File: config.mk
export PLATFORM = sky130hd
export DESIGN_NAME = eight_bit_alu_with_bcd
export DESIGN_NICKNAME = d
export VERILOG_FILES = /design/src/rtl/ebalu_pkg.sv /design/src/rtl/eight_bit_alu_with_bcd.sv
export SDC_FILE = /design/constraint.sdc
export NUM_CORES = 1
export LEC_CHECK = 0
export BUFFER_PORTS_ARGS = -buffer_cell sky130_fd_sc_hd__buf_2
export CAP_MARGIN = 30
export CORE_AREA = 2 2 98 100
export CTS_BUF_LIST = sky130_fd_sc_hd__clkbuf_16
export DETAILED_ROUTE_END_ITERATION = 12
export DIE_AREA = 0 0 100 102
export GPL_TIMING_DRIVEN = 0
export PLACE_DENSITY = 0.76
export SYNTH_ARGS = -nofsm -noshare
export SYNTH_HDL_FRONTEND = slang
export SYNTH_SLANG_ARGS = --single-unit
File: constraint.sdc
create_clock -name clk -period 5.1 [get_ports clk]
set_input_delay 1.02 -clock clk [delete_from_list [all_inputs] [get_ports clk]]
set_output_delay 1.02 -clock clk [all_outputs]
set_load 0.01 [all_outputs]
File: src/rtl/ebalu_pkg.sv
// ----------------------------------------------------------------------------
// ebalu_pkg
// Shared opcodes and beat types for the eight-bit ALU with decimal mode.
// ----------------------------------------------------------------------------
package ebalu_pkg;

  localparam logic [3:0] OP_ADD = 4'd0;
  localparam logic [3:0] OP_SUB = 4'd1;
  localparam logic [3:0] OP_AND = 4'd2;
  localparam logic [3:0] OP_OR  = 4'd3;
  localparam logic [3:0] OP_XOR = 4'd4;
  localparam logic [3:0] OP_CMP = 4'd5;
  localparam logic [3:0] OP_BIT = 4'd6;
  localparam logic [3:0] OP_INC = 4'd7;
  localparam logic [3:0] OP_DEC = 4'd8;
  localparam logic [3:0] OP_ASL = 4'd9;
  localparam logic [3:0] OP_LSR = 4'd10;
  localparam logic [3:0] OP_ROL = 4'd11;
  localparam logic [3:0] OP_ROR = 4'd12;
  localparam logic [3:0] OP_TSB = 4'd13;

  typedef struct packed {
    logic [3:0] opcode;
    logic [7:0] reg_value;
    logic [7:0] mem_value;
    logic       carry_in;
    logic       decimal_mode;
  } alu_in_t;

  typedef struct packed {
    logic [7:0] result;
    logic       carry_out;
    logic       zero_out;
    logic       negative_out;
    logic       overflow_out;
    logic       carry_written;
    logic       zero_written;
    logic       negative_written;
    logic       overflow_written;
  } alu_out_t;

endpackage

File: src/rtl/eight_bit_alu_with_bcd.sv
// ----------------------------------------------------------------------------
// eight_bit_alu_with_bcd
// Eight-bit processor ALU with packed decimal add and subtract.
//
// Input beats arrive on in_valid/in_ready/in_data and carry the opcode, both
// operands, the carry flag and the decimal-mode flag. Each input beat yields
// exactly one output beat on out_valid/out_ready/out_data with the new byte,
// the four flags and a written mark for each flag.
// The datapath is a three-stage pipeline: low nibble add or subtract, then
// high nibble with decimal correction and operation select, then zero and
// negative flags into the output register. Each stage is registered, so the
// result beat leaves from the third register; throughput is one beat per
// cycle while out_ready stays high.
// When out_ready is low the stages fill and hold; in_ready drops only once
// every stage holds a beat, and nothing is lost or repeated.
// Reset (rst_n low, synchronous) empties all stages; no other state exists.
// ----------------------------------------------------------------------------
module eight_bit_alu_with_bcd (
  input  logic                clk,
  input  logic                rst_n,
  input  logic                in_valid,
  output logic                in_ready,
  input  ebalu_pkg::alu_in_t  in_data,
  output logic                out_valid,
  input  logic                out_ready,
  output ebalu_pkg::alu_out_t out_data
);

  typedef struct packed {
    ebalu_pkg::alu_in_t item;
    logic [4:0]         lo5;
  } s1_t;

  typedef struct packed {
    logic [7:0] res;
    logic       cf;
    logic       zf;
    logic       nf;
    logic       vf;
    logic       cw;
    logic       zw;
    logic       nw;
    logic       vw;
    logic       zn;
  } s2_t;

  logic                v1_r, v2_r, v3_r;
  s1_t                 s1_r, s1_nxt;
  s2_t                 s2_r, s2_nxt;
  ebalu_pkg::alu_out_t s3_r, s3_nxt;
  logic                load1, load2, load3;

  assign load3     = !v3_r || out_ready;
  assign load2     = !v2_r || load3;
  assign load1     = !v1_r || load2;
  assign in_ready  = load1;
  assign out_valid = v3_r;
  assign out_data  = s3_r;

  always_comb begin
    s1_nxt.item = in_data;
    if (in_data.opcode == ebalu_pkg::OP_SUB) begin
      s1_nxt.lo5 = {1'b0, in_data.reg_value[3:0]} - {1'b0, in_data.mem_value[3:0]}
                   - {4'd0, !in_data.carry_in};
    end else begin
      s1_nxt.lo5 = {1'b0, in_data.reg_value[3:0]} + {1'b0, in_data.mem_value[3:0]}
                   + {4'd0, in_data.carry_in};
    end
  end

  logic [7:0] a2, m2;
  logic       c2, d2;
  logic       lo_cy, lo_fix, hi_fix;
  logic [3:0] lo_nib, hi_nib;
  logic [4:0] hi5;
  logic [8:0] cmp9;
  logic [7:0] arith;

  always_comb begin
    a2 = s1_r.item.reg_value;
    m2 = s1_r.item.mem_value;
    c2 = s1_r.item.carry_in;
    d2 = s1_r.item.decimal_mode;
    lo_cy  = 1'b0;
    lo_fix = 1'b0;
    hi_fix = 1'b0;
    lo_nib = s1_r.lo5[3:0];
    hi5    = 5'd0;
    hi_nib = 4'd0;
    if (s1_r.item.opcode == ebalu_pkg::OP_SUB) begin
      lo_cy  = s1_r.lo5[4];
      lo_fix = d2 && lo_cy;
      lo_nib = lo_fix ? s1_r.lo5[3:0] - 4'd6 : s1_r.lo5[3:0];
      hi5    = {1'b0, a2[7:4]} - {1'b0, m2[7:4]} - {4'd0, lo_cy};
      hi_fix = d2 && hi5[4];
      hi_nib = hi_fix ? hi5[3:0] - 4'd6 : hi5[3:0];
    end else begin
      lo_fix = d2 && (s1_r.lo5 > 5'd9);
      lo_cy  = d2 ? lo_fix : s1_r.lo5[4];
      lo_nib = lo_fix ? s1_r.lo5[3:0] + 4'd6 : s1_r.lo5[3:0];
      hi5    = {1'b0, a2[7:4]} + {1'b0, m2[7:4]} + {4'd0, lo_cy};
      hi_fix = d2 && (hi5 > 5'd9);
      hi_nib = hi_fix ? hi5[3:0] + 4'd6 : hi5[3:0];
    end
    arith = {hi_nib, lo_nib};
    cmp9  = {1'b0, a2} - {1'b0, m2};

    s2_nxt = '0;
    s2_nxt.res = a2;
    case (s1_r.item.opcode)
      ebalu_pkg::OP_ADD: begin
        s2_nxt.res = arith;
        s2_nxt.cf  = d2 ? hi_fix : hi5[4];
        s2_nxt.cw  = 1'b1;
        s2_nxt.vf  = !d2 && ((a2[7] ^ arith[7]) & (m2[7] ^ arith[7]));
        s2_nxt.vw  = !d2;
        s2_nxt.zn  = 1'b1;
      end
      ebalu_pkg::OP_SUB: begin
        s2_nxt.res = arith;
        s2_nxt.cf  = !hi5[4];
        s2_nxt.cw  = 1'b1;
        s2_nxt.vf  = !d2 && ((a2[7] ^ arith[7]) & (a2[7] ^ m2[7]));
        s2_nxt.vw  = !d2;
        s2_nxt.zn  = 1'b1;
      end
      ebalu_pkg::OP_AND: begin
        s2_nxt.res = a2 & m2;
        s2_nxt.zn  = 1'b1;
      end
      ebalu_pkg::OP_OR: begin
        s2_nxt.res = a2 | m2;
        s2_nxt.zn  = 1'b1;
      end
      ebalu_pkg::OP_XOR: begin
        s2_nxt.res = a2 ^ m2;
        s2_nxt.zn  = 1'b1;
      end
      ebalu_pkg::OP_CMP: begin
        s2_nxt.cf = !cmp9[8];
        s2_nxt.cw = 1'b1;
        s2_nxt.zf = (cmp9[7:0] == 8'd0);
        s2_nxt.nf = cmp9[7];
        s2_nxt.zw = 1'b1;
        s2_nxt.nw = 1'b1;
      end
      ebalu_pkg::OP_BIT: begin
        s2_nxt.zf = ((a2 & m2) == 8'd0);
        s2_nxt.nf = m2[7];
        s2_nxt.vf = m2[6];
        s2_nxt.zw = 1'b1;
        s2_nxt.nw = 1'b1;
        s2_nxt.vw = 1'b1;
      end
      ebalu_pkg::OP_INC: begin
        s2_nxt.res = m2 + 8'd1;
        s2_nxt.zn  = 1'b1;
      end
      ebalu_pkg::OP_DEC: begin
        s2_nxt.res = m2 - 8'd1;
        s2_nxt.zn  = 1'b1;
      end
      ebalu_pkg::OP_ASL: begin
        s2_nxt.res = {m2[6:0], 1'b0};
        s2_nxt.cf  = m2[7];
        s2_nxt.cw  = 1'b1;
        s2_nxt.zn  = 1'b1;
      end
      ebalu_pkg::OP_LSR: begin
        s2_nxt.res = {1'b0, m2[7:1]};
        s2_nxt.cf  = m2[0];
        s2_nxt.cw  = 1'b1;
        s2_nxt.zn  = 1'b1;
      end
      ebalu_pkg::OP_ROL: begin
        s2_nxt.res = {m2[6:0], c2};
        s2_nxt.cf  = m2[7];
        s2_nxt.cw  = 1'b1;
        s2_nxt.zn  = 1'b1;
      end
      ebalu_pkg::OP_ROR: begin
        s2_nxt.res = {c2, m2[7:1]};
        s2_nxt.cf  = m2[0];
        s2_nxt.cw  = 1'b1;
        s2_nxt.zn  = 1'b1;
      end
      ebalu_pkg::OP_TSB: begin
        s2_nxt.res = m2 | a2;
        s2_nxt.zf  = ((a2 & m2) == 8'd0);
        s2_nxt.zw  = 1'b1;
      end
      default: begin
        s2_nxt.res = a2;
      end
    endcase
  end

  always_comb begin
    s3_nxt.result           = s2_r.res;
    s3_nxt.carry_out        = s2_r.cf;
    s3_nxt.zero_out         = s2_r.zn ? (s2_r.res == 8'd0) : s2_r.zf;
    s3_nxt.negative_out     = s2_r.zn ? s2_r.res[7] : s2_r.nf;
    s3_nxt.overflow_out     = s2_r.vf;
    s3_nxt.carry_written    = s2_r.cw;
    s3_nxt.zero_written     = s2_r.zn || s2_r.zw;
    s3_nxt.negative_written = s2_r.zn || s2_r.nw;
    s3_nxt.overflow_written = s2_r.vw;
  end

  always_ff @(posedge clk) begin
    if (!rst_n) begin
      v1_r <= 1'b0;
      v2_r <= 1'b0;
      v3_r <= 1'b0;
    end else begin
      if (load1) begin
        v1_r <= in_valid;
      end
      if (load2) begin
        v2_r <= v1_r;
      end
      if (load3) begin
        v3_r <= v2_r;
      end
    end
  end

  always_ff @(posedge clk) begin
    if (load1) begin
      s1_r <= s1_nxt;
    end
    if (load2) begin
      s2_r <= s2_nxt;
    end
    if (load3) begin
      s3_r <= s3_nxt;
    end
  end

endmodule

==> out/qor.yml <==
place:
  portBuffers: 43
  dpl.hpwl_um: 10300
  globalplace.congestion: 0.934
  dp_slack_ps: 948
sta:
  fin_crit_ps: 4270
  fin_ws_ps: 829
  relSlewSlack_pct: 45.1
  period_share_pct: 83.7
  max_freq_mhz: 234
  fin_tns_setup_ps: 0
  hold-worst-slack_ps: 420
  fin_worst_skew_ps: 12.4
  setup_viol: 0
  maxSlewViolCount: 0
  grt_setup_unrepaired: "false"
  tightest_slew_ps: 821
  finalHoldViolations: 0
min_path:
  min_path_cells: 0
  min_from: "s2_r[8]"
  hold_class: "flop to flop"
  min_to: "out_data[7]"
route:
  drt-initial-drc-count: 313
  routedWlPerCell_um: 19.7
  vias: 4120
  firstDrtPassIters: 7
  routed_wl_um: 13300
  drc: 0
  vias_per_cell: 6.11
  drtAntennaViolNets: 0
synth:
  synth_seq_cells: 63
  ys_warn_count: 0
  synth.area.top_cells: "edfxtp_1 37%, ha_1 12%, fa_1 4.1%"
  syn_inst: 503
  synth_most_common_cell: "edfxtp_1"
  synth_edf_count: 60
  seq_area_frac_synth_pct: 37.8
  syn-num-nets: 588
  ys.flop_type: "edfxtp_1"
  ys_types: 68
  synth_area_per_cell_um2: 9.80
  synthTopCellsByCount: "60 x edfxtp_1, 51 x inv_1, 49 x ha_1, 37 x a21oi_1, 34 x nand2_1"
  synthArstFlopShare_pct: 0
  yosys.area.top_type: "edfxtp_1"
  syn-cell-area_mm2: 0.00493
  synth_top_area_share_pct: 36.6
cts:
  insertion_delay_ps: 340
  cts_buffers: 9
  root_buffer: "clkbuf_16"
  postCtsSetupBuffers: 0
  cts_tree: "built"
  cts_buffer_depth: 2
  cts.htree.levels: 3
  cts_resized: 0
  postCtsHoldBufs: 0
  clock-sinks: 63
  clkSlewWorstSetupHoldPaths_ps: 60
global_routing:
  grt_pass1_wl_um: 20600
  grt_max_degree: 22
  track_usage_pct: 26.8
  grt_pass1_vias: 3947
  grt-ovfl-total: 0
  antenna_found_initial: 0
final_layout:
  area_growth_pct: 13.6
  multi_input_area_mm2: 0.00278
  drive_gt1_share_pct: 14.9
  antenna_cells: 0
  seq_area_mm2: 0.00186
  fin_nets: 643
  fillers: 750
  fin_util_pct: 61.4
setup_path:
  max_stage_delay_ps: 450
  crit_type: "flop to flop"
  crit_buf_inv: 1
  crit_arrival_ps: 4330
  worst_setup_path_end_kind: "flop"
  regToRegSetupSlack_ps: 830
  cp_cell_sequence: "inv_1, ha_1, a21boi_0, nor3b_1, a21oi_1, fa_1, fa_1, xor2_1, ha_1, nand2b_1, a221oi_2, a32oi_1, mux2i_1, a22oi_1, o21ai_1"
  cpMaxStageDelayCell: "fa_1"
  reg2reg_depth: 15
  start_kind: "flop"
  path_max_fanout: 5
  crit_family: "adder cells"
  reg2reg_from: "s1_r[1]"
  required_ps: 5160
  r2r_end: "s2_r[15]"
floorplan:
  die_x_um: 100
  start_util_pct: 54.1
  pin_count: 44
  num_rows: 35
  core_mm2: 0.00911
  die_height_um: 102
  dieArea_mm2: 0.0102
flow_run:
  maxCapViolCount: 0
pwr:
  ir_worst_vdd_v: 0.000208
  power.leakage_uw: 0.00242
  power_density_mw_per_mm2: 305
outcome:
  status: "finished clean"
==> metrics by stage <==
| step | instance area, µm² | std cells | power [µW] |
|---|---|---|---|
| floorplan | 4930 | 503 | 960 |
| global placement | 5280 | 657 | 1070 |
| detailed placement | 5300 | 658 | 1090 |
| CTS | 5600 | 674 | 1700 |
| global route | 5600 | 674 | 1780 |
| finish | 5600 | 674 | 1710 |
==> state kept, by name, indices dropped and copies added, names as in the netlist <==
| signal | cells |
|---|---|
| v1_r | 1 |
| c2 | 1 |
| a2 | 8 |
| s2_r | 17 |
| d2 | 1 |
| m2 | 8 |
| out_data | 16 |
| out_valid | 1 |
| s1_r | 9 |
| v2_r | 1 |
==> power by group <==
group,internal (µW),leakage [µW],switching (µW)
combinational,179,0.00160,247
sequential,625,0.000673,35.2
clock,379,0.000145,241
==> worst reg2reg max path, delay by kind of cell (launching register included) <==
kind / cells / cell delay [ps]
adder cells (fa/ha/maj): 4 / 1330
AO/OA/AOI/OAI: 6 / 1150
AND/OR/NAND/NOR: 2 / 460
flip-flops: 1 / 410
XOR/XNOR: 1 / 390
multiplexers: 1 / 170
buffers and inverters: 1 / 90
==> logic make-up (layout without fill, tap and decap cells) <==
kind of cell	count (synthesis)	count (layout)	share of synthesized area (%)
AO/OA/AOI/OAI	133	133	17.8
AND/OR/NAND/NOR	140	140	15.1
XOR/XNOR	26	26	4.62
buffers and inverters	72	132	5.89
multiplexers	10	10	2.31
adder cells (fa/ha/maj)	59	59	16.5
flip-flops	63	63	37.8
==> final cells by class <==
type / count / share of cell area (%)
Clock inverter: 7 / 1.32
Timing Repair Buffer: 44 / 4.11
Tap cell: 111 / 2.48
Inverter: 51 / 3.42
Clock buffer: 9 / 4.03
Buffer: 21 / 1.77
Multi-Input combinational cell: 368 / 49.6
Sequential cell: 63 / 33.3
==> worst max path at each step <==
stage                     slack (ps)  cells past startpoint        to       from
after floorplan                 1500                     15  s2_r[15]    s1_r[1]
after global placement          1090                      4  in_ready  out_ready
after detailed placement         950                     15  s2_r[15]    s1_r[1]
after CTS                        920                     15  s2_r[15]    s1_r[1]
after global routing             590                     15  s2_r[15]    s1_r[1]
final                            830                     15  s2_r[15]    s1_r[1]
==> metal layers <==
layer	global-route usage (%)	vias to the layer above	part of all wire, %
met5	0	-	0
met4	10.0	0	2.4
met3	5.81	27	7.3
met1	32.1	1976	40
li1	-	1925	-
met2	47.5	192	50
==> cell usage in the layout (no fill, tap or decap), types with 3 or more instances in the layout <==
cell type	synthesis	layout
a211oi_1	5	5
a21boi_0	3	3
a21o_1	5	5
a21oi_1	37	37
a221o_1	3	3
a221oi_1	5	5
a22oi_1	6	6
a31oi_1	5	5
a32oi_1	3	3
and2_1	3	3
buf_1	3	3
buf_2	4	47
clkbuf_1	11	11
clkbuf_16	0	9
clkinv_4	0	3
dfxtp_1	3	3
edfxtp_1	60	60
fa_1	10	10
ha_1	49	49
inv_1	51	51
mux2_2	3	3
mux2i_1	5	5
nand2_1	34	34
nand2b_1	10	10
nand3_1	13	13
nand4_1	3	3
nor2_1	29	29
nor2b_1	9	9
nor3_1	11	11
nor3b_1	4	4
nor4_1	4	4
o21a_1	4	4
o21ai_0	27	27
o21bai_1	3	3
o22ai_1	4	4
or3_1	5	5
xnor2_1	18	18
xor2_1	8	8
No activity file was read; power rests on OpenSTA's default activity.
